--- src/rtl/crpc_pkg.sv ---
// Shared types, pattern tables and helper functions for the command risk classifier.
`default_nettype none
package crpc_pkg;

  localparam int MAX_PATTERN_LEN = 19;
  localparam int CHAR_W          = 8;
  localparam int CODE_W          = 16;
  localparam int WIN_DEPTH       = MAX_PATTERN_LEN - 1;
  localparam int WIN_W           = WIN_DEPTH * CHAR_W;
  localparam int PAT_W           = MAX_PATTERN_LEN * CHAR_W;
  localparam int LEN_W           = $clog2(MAX_PATTERN_LEN + 1);
  localparam int N_HIGH          = 13;
  localparam int N_MEDIUM        = 9;

  localparam logic [CHAR_W-1:0] NON_ASCII_MARK = 8'h80;
  localparam logic [CHAR_W-1:0] UPPER_A        = 8'h41;
  localparam logic [CHAR_W-1:0] UPPER_Z        = 8'h5a;
  localparam logic [CHAR_W-1:0] CASE_OFFSET    = 8'h20;
  localparam logic [CODE_W-1:0] ASCII_LIMIT    = 16'h0080;

  typedef enum logic [1:0] {
    RISK_LOW    = 2'd0,
    RISK_MEDIUM = 2'd1,
    RISK_HIGH   = 2'd2
  } crpc_risk_t;

  // One registered word on its way from the input stage to the matcher.
  typedef struct packed {
    logic              valid;
    logic              has_char;
    logic              last;
    logic [CHAR_W-1:0] ch;
  } crpc_item_t;

  // Patterns are stored with their final character in the lowest byte, so
  // byte k lines up with the k-th most recent character of the history.
  localparam logic [PAT_W-1:0] HIGH_PATTERNS [N_HIGH] = '{
    PAT_W'("remove-item"),
    PAT_W'("del "),
    PAT_W'("erase "),
    PAT_W'("format "),
    PAT_W'("diskpart"),
    PAT_W'("git reset --hard"),
    PAT_W'("git clean -f"),
    PAT_W'("reg delete"),
    PAT_W'("shutdown"),
    PAT_W'("invoke-expression"),
    PAT_W'("rm -rf"),
    PAT_W'("curl |"),
    PAT_W'("wget |")
  };

  localparam logic [LEN_W-1:0] HIGH_LENS [N_HIGH] = '{
    LEN_W'(11), LEN_W'(4), LEN_W'(6), LEN_W'(7), LEN_W'(8), LEN_W'(16),
    LEN_W'(12), LEN_W'(10), LEN_W'(8), LEN_W'(17), LEN_W'(6), LEN_W'(6),
    LEN_W'(6)
  };

  localparam logic [PAT_W-1:0] MEDIUM_PATTERNS [N_MEDIUM] = '{
    PAT_W'("git push"),
    PAT_W'("taskkill"),
    PAT_W'("winget install"),
    PAT_W'("choco install"),
    PAT_W'("npm install"),
    PAT_W'("pip install"),
    PAT_W'("set-executionpolicy"),
    PAT_W'("chmod "),
    PAT_W'("move-item")
  };

  localparam logic [LEN_W-1:0] MEDIUM_LENS [N_MEDIUM] = '{
    LEN_W'(8), LEN_W'(8), LEN_W'(14), LEN_W'(13), LEN_W'(11), LEN_W'(11),
    LEN_W'(19), LEN_W'(6), LEN_W'(9)
  };

  // ASCII upper-case letters fold to lower case; codes at or above 128
  // collapse to a marker byte that no pattern contains.
  function automatic logic [CHAR_W-1:0] fold_char(input logic [CODE_W-1:0] code);
    logic [CHAR_W-1:0] c;
    c = code[CHAR_W-1:0];
    if (code >= ASCII_LIMIT) begin
      c = NON_ASCII_MARK;
    end else if (c >= UPPER_A && c <= UPPER_Z) begin
      c = c + CASE_OFFSET;
    end
    return c;
  endfunction

  // True when the newest len characters of the history equal the pattern.
  function automatic logic pattern_hit(input logic [PAT_W-1:0] hist,
                                       input logic [PAT_W-1:0] pat,
                                       input logic [LEN_W-1:0] len);
    logic hit;
    hit = (len != '0);
    for (int k = 0; k < MAX_PATTERN_LEN; k++) begin
      if (LEN_W'(k) < len &&
          hist[k*CHAR_W +: CHAR_W] != pat[k*CHAR_W +: CHAR_W]) begin
        hit = 1'b0;
      end
    end
    return hit;
  endfunction

endpackage
`default_nettype wire

--- src/rtl/crpc_in_stage.sv ---
// Input register of the classifier: captures a word and folds its character.
`default_nettype none
module crpc_in_stage (
  input  wire logic                        clk,
  input  wire logic                        rst_n,
  input  wire logic                        in_valid,
  output logic                             in_stall,
  input  wire logic [crpc_pkg::CODE_W-1:0] in_char_code,
  input  wire logic                        in_has_char,
  input  wire logic                        in_last,
  input  wire logic                        take,
  output crpc_pkg::crpc_item_t             item
);

  logic                        valid_r, valid_nxt;
  logic                        has_char_r;
  logic                        last_r;
  logic [crpc_pkg::CHAR_W-1:0] ch_r;
  logic                        load;

  // The register can refill in the same cycle that the matcher drains it.
  assign in_stall = valid_r && !take;
  assign load     = in_valid && !in_stall;

  always_comb begin
    valid_nxt = valid_r;
    if (load) begin
      valid_nxt = 1'b1;
    end else if (take) begin
      valid_nxt = 1'b0;
    end
  end

  always_ff @(posedge clk) begin
    if (!rst_n) begin
      valid_r <= 1'b0;
    end else begin
      valid_r <= valid_nxt;
    end
  end

  always_ff @(posedge clk) begin
    if (load) begin
      has_char_r <= in_has_char;
      last_r     <= in_last;
      ch_r       <= crpc_pkg::fold_char(in_char_code);
    end
  end

  assign item.valid    = valid_r;
  assign item.has_char = has_char_r;
  assign item.last     = last_r;
  assign item.ch       = ch_r;

endmodule
`default_nettype wire

--- src/rtl/crpc_match.sv ---
// Character window, parallel pattern compare, sticky flags and result register.
`default_nettype none
module crpc_match (
  input  wire logic                 clk,
  input  wire logic                 rst_n,
  input  wire crpc_pkg::crpc_item_t item,
  output logic                      take,
  output logic                      out_valid,
  input  wire logic                 out_stall,
  output logic [1:0]                out_risk_level
);

  logic [crpc_pkg::WIN_W-1:0] window_r, window_nxt;
  logic                       high_r, high_nxt;
  logic                       medium_r, medium_nxt;
  logic                       out_valid_r, out_valid_nxt;
  crpc_pkg::crpc_risk_t       risk_r, risk_nxt;
  logic [crpc_pkg::PAT_W-1:0] hist;
  logic                       any_high, any_medium;
  logic                       high_now, medium_now;
  logic                       emit;

  // A closing word waits only when the result register is still held.
  assign take = item.valid && !(item.last && out_valid_r && out_stall);
  assign emit = take && item.last;

  assign hist = {window_r, item.ch};

  always_comb begin
    any_high   = 1'b0;
    any_medium = 1'b0;
    for (int i = 0; i < crpc_pkg::N_HIGH; i++) begin
      if (crpc_pkg::pattern_hit(hist, crpc_pkg::HIGH_PATTERNS[i],
                                crpc_pkg::HIGH_LENS[i])) begin
        any_high = 1'b1;
      end
    end
    for (int i = 0; i < crpc_pkg::N_MEDIUM; i++) begin
      if (crpc_pkg::pattern_hit(hist, crpc_pkg::MEDIUM_PATTERNS[i],
                                crpc_pkg::MEDIUM_LENS[i])) begin
        any_medium = 1'b1;
      end
    end
  end

  assign high_now   = high_r   || (item.has_char && any_high);
  assign medium_now = medium_r || (item.has_char && any_medium);

  always_comb begin
    window_nxt = window_r;
    high_nxt   = high_r;
    medium_nxt = medium_r;
    if (take) begin
      if (item.has_char) begin
        window_nxt = hist[crpc_pkg::WIN_W-1:0];
      end
      high_nxt   = high_now;
      medium_nxt = medium_now;
      if (item.last) begin
        window_nxt = '0;
        high_nxt   = 1'b0;
        medium_nxt = 1'b0;
      end
    end
  end

  always_comb begin
    priority if (high_now) begin
      risk_nxt = crpc_pkg::RISK_HIGH;
    end else if (medium_now) begin
      risk_nxt = crpc_pkg::RISK_MEDIUM;
    end else begin
      risk_nxt = crpc_pkg::RISK_LOW;
    end
  end

  always_comb begin
    out_valid_nxt = out_valid_r && out_stall;
    if (emit) begin
      out_valid_nxt = 1'b1;
    end
  end

  always_ff @(posedge clk) begin
    if (!rst_n) begin
      window_r    <= '0;
      high_r      <= 1'b0;
      medium_r    <= 1'b0;
      out_valid_r <= 1'b0;
    end else begin
      window_r    <= window_nxt;
      high_r      <= high_nxt;
      medium_r    <= medium_nxt;
      out_valid_r <= out_valid_nxt;
    end
  end

  always_ff @(posedge clk) begin
    if (emit) begin
      risk_r <= risk_nxt;
    end
  end

  assign out_valid      = out_valid_r;
  assign out_risk_level = risk_r;

  // A closing word always leaves a result behind it.
  a_emit_sets_valid: assert property (@(posedge clk) disable iff (!rst_n)
    emit |=> out_valid_r)
    else $error("closing word did not produce a result");

  // A closing word clears the window and both flags.
  a_emit_clears: assert property (@(posedge clk) disable iff (!rst_n)
    emit |=> (window_r == '0 && !high_r && !medium_r))
    else $error("window or flags not cleared after a verdict");

  // A word with no character and no end mark leaves the state alone.
  a_empty_word_idle: assert property (@(posedge clk) disable iff (!rst_n)
    (take && !item.has_char && !item.last) |=>
      ($stable(window_r) && $stable(high_r) && $stable(medium_r)))
    else $error("empty word changed the match state");

  // A held result is never overwritten by a new verdict.
  a_no_overrun: assert property (@(posedge clk) disable iff (!rst_n)
    (out_valid_r && out_stall) |-> !emit)
    else $error("verdict issued while result register was held");

endmodule
`default_nettype wire

--- src/rtl/command_risk_pattern_classifier.sv ---
// Top level of the command risk classifier: input stage feeding the matcher.
//
// The block reads a command one 16-bit code unit per input word. ASCII
// letters are folded to lower case and every code at or above 128 becomes a
// marker that no pattern contains. The newest character and the 18 before it
// are compared every cycle with 13 high-risk and 9 medium-risk substrings,
// and sticky flags remember which class has matched so far.
// A word with in_last set closes the command: one result word comes out on
// the out_ channel carrying 0 (low), 1 (medium) or 2 (high), and the window
// and flags clear for the next command. A word with in_has_char low carries
// no character; with in_last set it closes an empty or finished command.
// Throughput is one word per cycle while no closing word waits on a held
// result: the window and flag registers close their loops through the
// pattern compare. out_valid rises once the closing word has passed the
// input register and its verdict has landed in the result register.
// While the receiver stalls a held result, words without in_last keep
// flowing; only the next closing word waits, and in_stall rises once that
// word sits in the input register.
// Synchronous reset (rst_n low) empties both registers and clears the
// window and flags; no clearing pass is needed afterward.
`default_nettype none
module command_risk_pattern_classifier (
  input  wire logic                        clk,
  input  wire logic                        rst_n,
  input  wire logic                        in_valid,
  output logic                             in_stall,
  input  wire logic [crpc_pkg::CODE_W-1:0] in_char_code,
  input  wire logic                        in_has_char,
  input  wire logic                        in_last,
  output logic                             out_valid,
  input  wire logic                        out_stall,
  output logic [1:0]                       out_risk_level
);

  crpc_pkg::crpc_item_t item;
  logic                 take;

  // Input register with character folding.
  crpc_in_stage u_in_stage (
    .clk          (clk),
    .rst_n        (rst_n),
    .in_valid     (in_valid),
    .in_stall     (in_stall),
    .in_char_code (in_char_code),
    .in_has_char  (in_has_char),
    .in_last      (in_last),
    .take         (take),
    .item         (item)
  );

  // Window, pattern compare, flags and the result register.
  crpc_match u_match (
    .clk            (clk),
    .rst_n          (rst_n),
    .item           (item),
    .take           (take),
    .out_valid      (out_valid),
    .out_stall      (out_stall),
    .out_risk_level (out_risk_level)
  );

endmodule
`default_nettype wire
--- config.mk ---
export PLATFORM = sky130hd
export DESIGN_NAME = command_risk_pattern_classifier
export DESIGN_NICKNAME = d
export VERILOG_FILES = /design/src/rtl/crpc_pkg.sv /design/src/rtl/crpc_in_stage.sv /design/src/rtl/crpc_match.sv /design/src/rtl/command_risk_pattern_classifier.sv
export SDC_FILE = /design/constraint.sdc
export NUM_CORES = 1
export LEC_CHECK = 0
export BUFFER_PORTS_ARGS = -buffer_cell sky130_fd_sc_hd__buf_2
export CORE_UTILIZATION = 50
export DETAILED_ROUTE_END_ITERATION = 10
export PLACE_DENSITY = 0.66
export SLEW_MARGIN = 20
export SYNTH_ARGS = -nofsm -noshare
export SYNTH_HDL_FRONTEND = slang
export SYNTH_SLANG_ARGS = --single-unit
--- constraint.sdc ---
create_clock -name clk -period 4.85 [get_ports clk]
set_input_delay 0.7275 -clock clk [delete_from_list [all_inputs] [get_ports clk]]
set_output_delay 0.7275 -clock clk [all_outputs]
set_load 0.01 [all_outputs]
Word-level counts from Yosys, hierarchy flattened. Index checks and enable logic that the tools add are counted.

Equal/unequal tests: 137. Mux-type cells: 205. Reductions and logical operators: 18. Add/sub/neg operators: 1. Order comparisons: 3.

Operators by type and width (number): != test 8 x 7 -> 1 bit, second input constant (122); two-way mux 144 bit (2); two-way mux 1 bit (202); != test 8 x 6 -> 1 bit, second input constant (15); greater-or-equal comparator 16 x 8 -> 1 bit, second input constant (1); logical AND 1 bit (10); adder 8 x 6 -> 8 bit, second input constant (1); greater-or-equal comparator 8 x 7 -> 1 bit, second input constant (1); <= comparator 8 x 7 -> 1 bit, second input constant (1); two-way mux 8 bit (1); nonzero test 2 bit (2); zero test 1 bit (3); logical OR 1 bit (2); AND reduction 2 bit (1).

Bits in registers: 160. Output and inout port bits: 4. Logic and storage cells: 373. Input port bits: 22.

Logic depth before layout (Yosys ltp). Gate-level depths: netlist (run 1).

Depth in word-level cells: 28. Depth in mapped cells: 8.

Hierarchy. A second synthesis (run 1) with hierarchy kept.

Cells, all modules: 850. Area total of the unflattened synthesis: 7860.0 µm².

Modules (own cells, without submodules): crpc_match (seq. area each 3002.9 µm², area an instance 7294.5 µm², times used 1, cells an instance 806); crpc_in_stage (seq. area each 320.3 µm², area an instance 565.5 µm², times used 1, cells an instance 44).

Least setup slack after synthesis (run 1). Ideal clock, no wire load.

Path type: input to register. Start point: input out_stall. End point: register u_match.window_r[0] (netlist bit). Stages on the path: 7. Setup time: 0.065 ns. Arrival: 2.007 ns. Slack: 2.778 ns. Cell sequence: nand3_1 -> and2_1 -> o21ai_1 -> clkbuf_1 -> clkbuf_1 -> a22oi_1 -> nor2b_1.

Longest elaborated chain between the ends: 4.

Ends and longest elaborated chain: from (decl) (line command_risk_pattern_classifier.sv:31) `input wire logic out_stall,`; logical AND 1 bit (line crpc_match.sv:24) `assign take = item.valid && !(item.last && out_valid_r && out_stall);`; zero test 1 bit (line crpc_match.sv:24); logical AND 1 bit (line crpc_match.sv:24); AND reduction 2 bit (no source line); to (signal assigned) (line crpc_match.sv:91) `window_r <= window_nxt;`; to (decl) (line crpc_match.sv:13) `logic [crpc_pkg::WIN_W-1:0] window_r, window_nxt;`.

Every way passes these cells. A chain may end at the register's enable or synchronous reset.

Worst setup path in the final report (run 1).
Start point: register u_match.window_r[2] (netlist bit). End point: register u_match.risk_r[0] (netlist: u_match.out_risk_level[0]), data pin.

Longest elaborated chain between the ends: 26. Elaborated cells between the ends (all ways): 201. Classes of those cells: eq/ne: 11; mux: 186; reduce/logical: 4.

Ends and longest elaborated chain: != test 8 x 7 -> 1 bit (line crpc_pkg.sv:97) `hist[k*CHAR_W +: CHAR_W] != pat[k*CHAR_W +: CHAR_W]) begin`; two-way mux 1 bit (10 in series) (line crpc_pkg.sv:96) `if (LEN_W'(k) < len &&`; two-way mux 1 bit, on equally long branches (5 in series) (line crpc_match.sv:33, crpc_pkg.sv:96); two-way mux 1 bit (7 in series) (line crpc_match.sv:33) `if (crpc_pkg::pattern_hit(hist, crpc_pkg::HIGH_PATTERNS[i],`; two-way mux 1 bit * (line crpc_match.sv:33); logical AND 1 bit * (line crpc_match.sv:46) `assign high_now = high_r || (item.has_char && any_high);`; logical OR 1 bit * (line crpc_match.sv:46); named net u_match.high_now (line crpc_match.sv:20) `logic high_now, medium_now;`; to (signal assigned) (line crpc_match.sv:100) `risk_r <= risk_nxt;`; to (decl) (line crpc_match.sv:17) `crpc_pkg::crpc_risk_t risk_r, risk_nxt;`.

The timed path passes the listed nets; every way through them passes the cells marked *.

==> results of run 1 <==
==> stage by stage <==
| stage | hold slack, ns | worst slack [ns] | util | power, mW | instance area, um2 |
|---|---|---|---|---|---|
| 2_1_floorplan | 0.479 | 2.78 | - | 1.43 | 7890 |
| 3_3_place_gp | 0.472 | 2.25 | 0.527 | 1.46 | 8080 |
| 3_5_place_dp | 0.489 | 2.36 | 0.527 | 1.46 | 8080 |
| 4_1_cts | 0.466 | 2.33 | 0.562 | 2.68 | 8610 |
| 5_1_grt | 0.465 | 2.24 | 0.562 | 2.74 | 8610 |
| 6_report | 0.476 | 2.27 | 0.562 | 2.66 | 8610 |
==> power breakdown <==
group | leakage, nW | switching (mW) | internal, mW
Sequential | 1.32 | 0.00731 | 1.33
Combinational | 0.972 | 0.0563 | 0.0333
Clock | 0.256 | 0.571 | 0.661
==> cell families (layout without fill, tap and decap cells) <==
kind of cell,Yosys count,in the layout,share of synthesized area
adder cells (fa/ha/maj),2,2,0.00317
AO/OA/AOI/OAI,167,167,0.159
flip-flops,160,160,0.421
buffers and inverters,73,65,0.0362
AND/OR/NAND/NOR,459,459,0.380
==> metal layers <==
layer,up-vias,global-route usage
li1,3235,-
met1,3484,0.459
met2,345,0.472
met3,80,0.0595
met4,0,0.167
met5,-,0
==> layout make-up <==
type | count | area (um2) | share of cell area
sequential | 160 | 3320 | 0.386
inverter | 7 | 26.3 | 0.00305
clock inverter | 13 | 103 | 0.0119
clock buffer | 18 | 429 | 0.0498
timing repair buffer | 27 | 171 | 0.0199
tap | 211 | 264 | 0.0307
multi-input combinational | 628 | 4300 | 0.499
==> registers in the layout, indices dropped and copies added (netlist names) <==
| signal | cells |
|---|---|
| u_match.high_r | 1 |
| u_in_stage.valid_r | 1 |
| u_in_stage.last_r | 1 |
| u_match.out_valid | 1 |
| u_match.medium_r | 1 |
| u_in_stage.has_char_r | 1 |
| u_match.out_risk_level | 2 |
| u_match.window_r | 144 |
| u_in_stage.ch_r | 8 |
==> layout by cell type (no fill, tap or decap), types with 4 or more instances in the layout <==
cell type  count
nor2b_1      160
dfxtp_1      148
a22oi_1      145
nand4_1       50
nand2_1       33
nand3_1       25
nor2_1        25
buf_2         24
nor4_1        23
nor4bb_1      20
nor3_1        17
clkbuf_16     17
nor4b_1       16
nor3b_1       13
and4b_1       13
edfxtp_1      12
and2_1        10
and3b_1        8
inv_1          7
nand4b_1       7
and4bb_2       7
and4_1         7
and3_1         6
or4_1          5
inv_6          5
and4bb_1       4
==> worst max path at each step <==
stage	to	from	cells after the start
CTS	u_match.out_risk_level[0]$_SDFFCE_PP0P_	u_match.window_r[26]$_SDFFE_PN0P_	7
floorplan	u_match.window_r[0]$_SDFFE_PN0P_	out_stall	7
detailed placement	u_match.out_risk_level[0]$_SDFFCE_PP0P_	u_match.window_r[26]$_SDFFE_PN0P_	7
global placement	u_match.out_risk_level[0]$_SDFFCE_PP0P_	u_match.window_r[2]$_SDFFE_PN0P_	7
global route	u_match.out_risk_level[0]$_SDFFCE_PP0P_	u_match.window_r[17]$_SDFFE_PN0P_	7
finish	u_match.out_risk_level[0]$_SDFFCE_PP0P_	u_match.window_r[2]$_SDFFE_PN0P_	7
==> critical path: stages (launching register included) <==
cell     delay [ns]
dfxtp_1        0.59
nor2b_1        0.26
nand2_1        0.17
nor3_1         0.50
a32oi_1        0.28
o22ai_1        0.23
o32a_1         0.22
nor2_1         0.07
==> flow_summary_export.csv, run 1 <==
group,metric,value,unit
routing,drcViolationCount,0,
logic_synthesis,synth_area_leader_cell,"dfxtp_1",
timing,finalClockSkew,0.0127,ns
routing,firstDrtPassIters,6,
logic_synthesis,yosysWarnings,0,
worst_setup_path,worst_setup_path_start_kind,"flop",
logic_synthesis,synth-seq-area-share,0.421,
clock_network,ctsResizeCount,0,
logic_synthesis,yosysMostFrequentCell,"nor2b_1",
clock_network,cts_tree,"built",
logic_synthesis,syn_inst,861,
worst_hold_path,min_from,"in_has_char",
final_layout,final_nets,865,
routing,wl,25600,um
worst_setup_path,ff2ff_setup_slack,2.27,ns
worst_hold_path,holdPathStages,1,
power_and_ir_drop,irDropWorstVdd,252,uV
placed_design,portBuffers,25,
clock_network,cts_root_buffer,"clkbuf_16",
routing,drtIter0Drc,880,
worst_setup_path,required,5.02,ns
worst_hold_path,hold_end,"u_in_stage.has_char_r$_DFFE_PP_",
final_layout,antenna_cells,0,
grt,antenna_found_initial,0,
outcome,status,"finished, final reports clean",
routing,vias,7144,
worst_setup_path,crit_fanout,9,
routing,routed-wl-met2,11000,um
routing,detail-route-antenna-nets,0,
run,drv_cap,0,
timing,worstMarginPinSlew,1.10,ns
worst_setup_path,reg2reg_depth,7,
timing,rsz0062_at_grt,"false",
power_and_ir_drop,powerDensity,309,nW/um2
worst_hold_path,min_path_type,"primary input to flop",
clock_network,numCtsBuffers,17,
die,std_cell_rows,45,
logic_synthesis,syn_area,7890,um2
die,start_util,0.515,
die,coreArea,15300,um2
logic_synthesis,synthTopCellsByArea,"dfxtp_1 (38%), a22oi_1 (14%), nor2b_1 (13%)",
timing,tns,0,ns
routing,drt-met1-wl,11800,um
timing,final.period_utilization,0.531,
grt,grt_max_degree,149,
routing,vias_per_cell,6.71,
timing,finalSetupViolations,0,
worst_setup_path,r2r-end,"u_match.out_risk_level[0]$_SDFFCE_PP0P_",
timing,slew_headroom,0.264,
final_layout,fin_cells,1064,
clock_network,max-clock-path-buffers,2,
die,die_w,128,um
final_layout,area_delta_synth_final,9.18,%
clock_network,clkTransAtPathRegs,0.06,ns
worst_setup_path,critPathArrivalTime,2.75,ns
logic_synthesis,yosys.area.top_type_share,0.376,
final_layout,n_fill_cell,1385,
timing,hold_violations,0,
logic_synthesis,synth_nets,885,
grt,grt_pass1_vias,6771,
clock_network,cts_setup_buffers,0,
routing,top_layer,"met4",
worst_setup_path,r2r-start,"u_match.window_r[2]$_SDFFE_PN0P_",
die,dieArea,16300,um2
grt,grt_use_total,0.325,
timing,slew_viol_final,0,
timing,fmax,388,MHz
logic_synthesis,synthTopCellsByCount,"nor2b_1 (160), dfxtp_1 (148), a22oi_1 (145), clkbuf_1 (61), nand4_1 (50)",
worst_setup_path,worstSetupPathType,"flop to flop",
placed_design,gp_congestion,1.04,
placed_design,post-dp-hpwl,17900,um
routing,wl_per_cell,24.1,um
power_and_ir_drop,leakagePower,2.55,nW
logic_synthesis,synth-seq-cells,160,
clock_network,cts.sinks,160,
timing,min_period,2.58,ns
die,ioPinCount,26,
clock_network,clock_latency,0.44,ns
clock_network,cts-hold-fix-buffers,0,
worst_setup_path,crit_path_end_kind,"flop",
die,dieHeight,128,um
clock_network,cts_htree_levels,4,
logic_synthesis,ys_types,49,
grt,grt_pass1_wl,39800,um
grt,grt_overflow,0,
logic_synthesis,synth_ff_type,"dfxtp_1",
logic_synthesis,synth_edf_count,12,
logic_synthesis,async_flop_share,0,
routing,wl_met3,1640,um
placed_design,placed_cells,1033,
final_layout,post_route_cells_drive_above_1_share,0.0809,
logic_synthesis,avgSynthCellArea,9.16,um2
Power figures use the tool's default switching activity.
==> inputs of run 2 (changes only) <==
==> constraint.sdc (replaced) <==
create_clock -name clk -period 2.7 [get_ports clk]
set_input_delay 0.405 -clock clk [delete_from_list [all_inputs] [get_ports clk]]
set_output_delay 0.405 -clock clk [all_outputs]
set_load 0.01 [all_outputs]
==> flow_summary_export.csv, run 2 (synthesis gave the netlist of run 1 again) <==
group,metric,value,unit
routing,wl_per_cell,23.2,um
routing,detail-route-antenna-nets,0,
clock_network,cts.sinks,160,
power_and_ir_drop,power_switching,1.26,mW
die,dieHeight,128,um
die,die_w,128,um
die,std_cell_rows,45,
placed_design,post-place-ws,-0.00387,ns
clock_network,clkTransAtPathRegs,0.07,ns
clock_network,cts-hold-fix-buffers,0,
final_layout,final_cell_mix,"nor2b_1 (160), dfxtp_1 (148), a22oi_1 (145), nand4_1 (50), nand2_1 (33)",
clock_network,cts_tree,"built",
power_and_ir_drop,leakagePower,2.73,nW
die,coreArea,15300,um2
final_layout,layout_commonest_cell,"nor2b_1",
grt,grt_use_total,0.323,
routing,drcViolationCount,0,
die,start_util,0.515,
run,drv_cap,0,
final_layout,stdcell_area,8900,um2
timing,finalClockSkew,0.00987,ns
final_layout,area_delta_synth_final,12.9,%
die,ioPinCount,26,
routing,vias_per_cell,6.62,
timing,final.period_utilization,0.976,
worst_hold_path,min_path_type,"primary input to flop",
final_layout,utilization,0.581,
clock_network,numCtsBuffers,17,
power_and_ir_drop,powerDensity,558,nW/um2
timing,worstMarginPinSlew,1.01,ns
worst_setup_path,crit_fanout,10,
worst_setup_path,worst_setup_path_start_kind,"flop",
placed_design,gp_congestion,1.11,
clock_network,max-clock-path-buffers,2,
timing,fmax,380,MHz
timing,tns,0,ns
clock_network,cts_root_buffer,"clkbuf_16",
worst_setup_path,crit_path_end_kind,"flop",
grt,antenna_found_initial,0,
power_and_ir_drop,netSwitchingFraction,0.254,
power_and_ir_drop,p_int,3.70,mW
worst_setup_path,required,2.87,ns
timing,finalSetupViolations,0,
worst_setup_path,crit_chain,"nor4bb_1 > nand4_1 > nor4_2 > a211oi_2 > nand4_1 > o32a_1 > nor2_1",
final_layout,regMostFlops,"u_match.window_r",
worst_setup_path,worstSetupPathType,"flop to flop",
routing,drtIter0Drc,811,
worst_setup_path,cp_slowest_cell,"edfxtp_1",
grt,grt_overflow,0,
placed_design,place_area,8310,um2
final_layout,final_nets,894,
placed_design,post-dp-hpwl,18000,um
final_layout,largest_register_ffs,144,
worst_setup_path,crit_top_cell,"nand4_1",
timing,hold_violations,0,
outcome,status,"finished, final reports clean",
power_and_ir_drop,finalPower,4.96,mW
die,dieArea,16300,um2
grt,grt_pass1_vias,6885,
grt,grt_max_degree,145,
routing,vias,7247,
worst_setup_path,critical-path-max-stage-delay,0.60,ns
final_layout,post_route_cells_drive_above_1_share,0.116,
power_and_ir_drop,clock_power_share,0.481,
power_and_ir_drop,irDropWorstVdd,503,uV
power_and_ir_drop,seqPwrFrac,0.485,
timing,setup_ws,0.0655,ns
timing,rsz0062_at_grt,"false",
final_layout,antenna_cells,0,
worst_setup_path,critPathArrivalTime,2.81,ns
final_layout,n_fill_cell,1346,
routing,wl,25400,um
placed_design,portBuffers,25,
timing,slew_headroom,0.325,
timing,min_period,2.63,ns
power_and_ir_drop,power_frac_comb,0.034,
clock_network,clock_latency,0.43,ns
routing,firstDrtPassIters,5,
clock_network,cts_htree_levels,4,
timing,slew_viol_final,0,
grt,grt_pass1_wl,39900,um
-- run 2: changes by cell type in the layout (fill, tap and decap cells not counted), sizes merged --
cell      previous run  this run
clkinv               3         4
inv                 14        17
clkbuf              18        17
buf                 27        56
clkinvlp             3         1
-- run 2: power groups by stage --
stage	clock (mW)	sequential (mW)	combinational, mW
6_report	2.39	2.41	0.169
5_1_grt	2.52	2.41	0.183
4_1_cts	2.43	2.41	0.169
3_5_place_dp	0	2.46	0.168
3_3_place_gp	0	2.46	0.162
2_1_floorplan	0	2.45	0.116
-- run 2: path summary, 6_finish.rpt --
check	slack, ns	start	to	depth (start not counted)
worst max-delay path	0.07	u_in_stage.ch_r[0]$_SDFFCE_PP0P_	u_match.out_risk_level[0]$_SDFFCE_PP0P_	7
worst min-delay path	0.15	in_has_char	u_in_stage.has_char_r$_DFFE_PP_	1
worst max register to register	0.07	u_in_stage.ch_r[0]$_SDFFCE_PP0P_	u_match.out_risk_level[0]$_SDFFCE_PP0P_	7
worst min register to register	0.48	u_match.out_valid$_SDFF_PN0_	u_match.out_valid$_SDFF_PN0_	2
-- run 2: metal layers --
metal / vias up / global-route usage / share of wire
met5: - / 0 / 0
met4: 0 / 0.122 / 0.029
met3: 51 / 0.0553 / 0.071
met2: 325 / 0.489 / 0.44
met1: 3563 / 0.459 / 0.46
li1: 3308 / - / -
-- run 2: worst max-delay path, delay by kind of cell (launching register included) --
family,cells,cell delay [ns]
simple gates,5,1.46
flops,1,0.60
compound gates,2,0.30
-- run 2: final cells by class --
class                   instances  area, um2  area share
inverters                       7       26.3     0.00295
multi-input cells             628       4310       0.484
well taps                     211        264      0.0296
clock buffers                  17        425      0.0478
repair buffers                 56        398      0.0447
flip-flops and latches        160       3320       0.373
clock inverters                15        159      0.0178
-- run 2: what timing repair did --
item / in CTS / in global routing
setup buffers: 0 / 0
setup endpoints to repair: 1 / 0
resized for setup: 2 / 0
-- run 2: stage by stage --
step,instances,hold WS [ns]
CTS,1094,0.131
global placement,1062,0.471
detailed placement,1062,0.472
finish,1094,0.147
floorplan,861,0.479
global route,1094,0.137
==> inputs of run 3 (changes only) <==
--- a/config.mk
+++ b/config.mk
@@ -5,6 +5,7 @@
 export SDC_FILE = /design/constraint.sdc
 export NUM_CORES = 1
 export LEC_CHECK = 0
+export ABC_AREA = 1
 export BUFFER_PORTS_ARGS = -buffer_cell sky130_fd_sc_hd__buf_2
 export CORE_UTILIZATION = 50
 export DETAILED_ROUTE_END_ITERATION = 10
==> flow_summary_export.csv, run 3 <==
group,metric,value,unit
logic_synthesis,ys_types,28,
worst_setup_path,worstSetupPathType,"flop to flop",
grt,antenna_found_initial,0,
worst_setup_path,worst_setup_path_start_kind,"flop",
timing,slew_viol_final,0,
clock_network,cts-hold-fix-buffers,0,
run,drv_cap,0,
die,std_cell_rows,48,
die,ioPinCount,26,
clock_network,cts_tree,"built",
timing,min_period,2.05,ns
power_and_ir_drop,leakagePower,3.28,nW
logic_synthesis,synth-seq-area-share,0.378,
outcome,status,"finished, final reports clean",
final_layout,post_route_cells_drive_above_1_share,0.0503,
final_layout,layout_commonest_cell,"nand2_1",
power_and_ir_drop,powerDensity,512,nW/um2
routing,detail-route-antenna-nets,0,
clock_network,max-clock-path-buffers,2,
final_layout,fin_cells,1736,
logic_synthesis,synthMuxAreaShare,0,
die,start_util,0.511,
worst_setup_path,cp-endpoint,"u_match.out_risk_level[0]$_SDFFCE_PP0P_",
logic_synthesis,syn_inst,1497,
timing,setup_ws,0.651,ns
routing,drtIter0Drc,881,
timing,worstMarginPinSlew,0.794,ns
logic_synthesis,synth_compound_area_frac,0.0890,
logic_synthesis,synthTopCellsByCount,"nand2_1 (598), nor2_1 (282), inv_1 (159), dfxtp_1 (148), a21oi_1 (147)",
logic_synthesis,synthSimpleGateAreaFrac,0.430,
worst_hold_path,min_path_type,"primary input to flop",
worst_setup_path,crit_path_end_kind,"flop",
clock_network,clock_latency,0.43,ns
routing,vias,8956,
clock_network,ctsResizeCount,0,
logic_synthesis,async_flop_share,0,
logic_synthesis,synth_area_leader_cell,"dfxtp_1",
timing,tns,0,ns
worst_setup_path,critPathArrivalTime,2.23,ns
logic_synthesis,synth_ff_type,"dfxtp_1",
clock_network,cts.sinks,160,
worst_setup_path,cp_slowest_cell,"dfxtp_1",
final_layout,area_delta_synth_final,9.44,%
worst_setup_path,critical-path-max-stage-delay,0.43,ns
timing,rsz0062_at_grt,"false",
worst_setup_path,crit_start,"u_match.window_r[8]$_SDFFE_PN0P_",
clock_network,cts_setup_buffers,0,
grt,grt_overflow,0,
logic_synthesis,synthAdderAreaFrac,0.00284,
logic_synthesis,yosysMostFrequentCell,"nand2_1",
worst_setup_path,crit_cells,12,
die,coreArea,17200,um2
worst_setup_path,ff2ff_setup_slack,0.65,ns
grt,grt_max_degree,112,
logic_synthesis,yosysWarnings,0,
routing,drcViolationCount,0,
logic_synthesis,synth_edf_count,12,
final_layout,largest_register_ffs,144,
placed_design,gp_congestion,1.02,
worst_setup_path,r2r-start,"u_match.window_r[8]$_SDFFE_PN0P_",
timing,finalSetupViolations,0,
logic_synthesis,avgSynthCellArea,5.88,um2
worst_setup_path,reg2reg_depth,12,
timing,hold_violations,0,
die,dieArea,18100,um2
power_and_ir_drop,irDropWorstVdd,520,uV
final_layout,final_cell_mix,"nand2_1 (598), nor2_1 (282), inv_1 (159), dfxtp_1 (148), a21oi_1 (147)",
placed_design,portBuffers,25,
logic_synthesis,yosys.area.top_type_share,0.337,
timing,slew_headroom,0.469,
grt,grt_use_total,0.293,
grt,grt_pass1_vias,7902,
worst_setup_path,required,2.88,ns
final_layout,final_nets,1523,
final_layout,antenna_cells,0,
worst_setup_path,path_delay_family,"simple AND/OR/NAND/NOR gates",
logic_synthesis,synth-seq-cells,160,
final_layout,regMostFlops,"u_match.window_r",
logic_synthesis,syn_area,8800,um2
routing,firstDrtPassIters,8,
worst_setup_path,r2r-end,"u_match.out_risk_level[0]$_SDFFCE_PP0P_",
grt,grt_pass1_wl,41200,um
logic_synthesis,synth_top_family_by_area,"simple AND/OR/NAND/NOR gates",
clock_network,clkTransAtPathRegs,0.07,ns
routing,wl,25900,um
placed_design,placed_cells,1705,
placed_design,post-place-ws,0.759,ns
worst_setup_path,crit_fanout,6,
routing,wl_per_cell,14.9,um
die,die_w,135,um
worst_setup_path,crit_chain,"inv_1 > nor2_1 > nand2_1 > nor2_1 > nor3b_1 > nand3_1 > nand2_1 > inv_1 > nand3_2 > nand2_2 > nand2_1 > nor2_1",
routing,vias_per_cell,5.16,
die,dieHeight,135,um
clock_network,cts_root_buffer,"clkbuf_16",
logic_synthesis,synth_nets,1521,
logic_synthesis,synth_xor_area_frac,0,
clock_network,numCtsBuffers,17,
timing,final.period_utilization,0.759,
logic_synthesis,synthTopCellsByArea,"dfxtp_1 (34%), nand2_1 (26%), nor2_1 (12%)",
timing,fmax,488,MHz
timing,finalClockSkew,0.0142,ns
clock_network,cts_htree_levels,4,
placed_design,post-dp-hpwl,19100,um
worst_setup_path,crit_buf_inv,2,
## run 3: changes by cell type in the layout (fill, tap and decap cells not counted), sizes merged, moves of 15 or more
cell / before / now
nand2: 33 / 599
nor2: 25 / 285
nor2b: 160 / 0
inv: 17 / 169
a21oi: 2 / 148
a22oi: 145 / 0
nand4: 50 / 17
buf: 56 / 33
nor4: 23 / 2
nor4bb: 20 / 0
nor4b: 17 / 0
nand3: 25 / 40
## run 3: per-stage QoR
stage | power [mW] | hold WS [ns] | area, um2 | utilization
floorplan | 2.58 | 0.434 | 8800 | -
global placement | 2.63 | 0.449 | 9050 | 0.525
detailed placement | 2.63 | 0.453 | 9050 | 0.525
CTS | 4.96 | 0.135 | 9630 | 0.559
global route | 5.06 | 0.136 | 9630 | 0.559
finish | 4.93 | 0.146 | 9630 | 0.559
## run 3: layout make-up
cell class	count	area (um2)
inverter	165	624
tap	225	282
sequential	160	3320
timing repair buffer	33	235
multi-input combinational	1122	4590
fill	1825	7610
clock buffer	23	509
clock inverter	8	66.3
## run 3: worst min path at each step
stage,start,to,slack [ns],cells after the start
2_1_floorplan,u_match.window_r[140]$_SDFFE_PN0P_,u_match.window_r[140]$_SDFFE_PN0P_,0.43,2
3_3_place_gp,u_match.window_r[137]$_SDFFE_PN0P_,u_match.window_r[137]$_SDFFE_PN0P_,0.45,2
3_5_place_dp,u_match.window_r[140]$_SDFFE_PN0P_,u_match.window_r[140]$_SDFFE_PN0P_,0.45,2
4_1_cts,in_has_char,u_in_stage.has_char_r$_DFFE_PP_,0.13,1
5_1_grt,in_last,u_in_stage.last_r$_DFFE_PP_,0.14,1
6_report,in_has_char,u_in_stage.has_char_r$_DFFE_PP_,0.15,1
## run 3: logic make-up after synthesis
| kind of cell | count (synthesis) |
|---|---|
| fa+ha+maj | 2 |
| simple gates | 965 |
| buf+inv | 215 |
| flops | 160 |
| compound gates | 155 |
## run 3: where the power goes
part	switching (mW)	internal, mW
registers	0.00836	2.40
clock network	1.02	1.34
logic	0.129	0.0415
total	1.15	3.78
## run 3: metal layers
layer	global-route usage	vias up	wire, um
li1	-	4591	-
met1	0.422	4065	12400
met2	0.434	260	11200
met3	0.0661	40	1840
met4	0.0874	0	524
met5	0	-	0
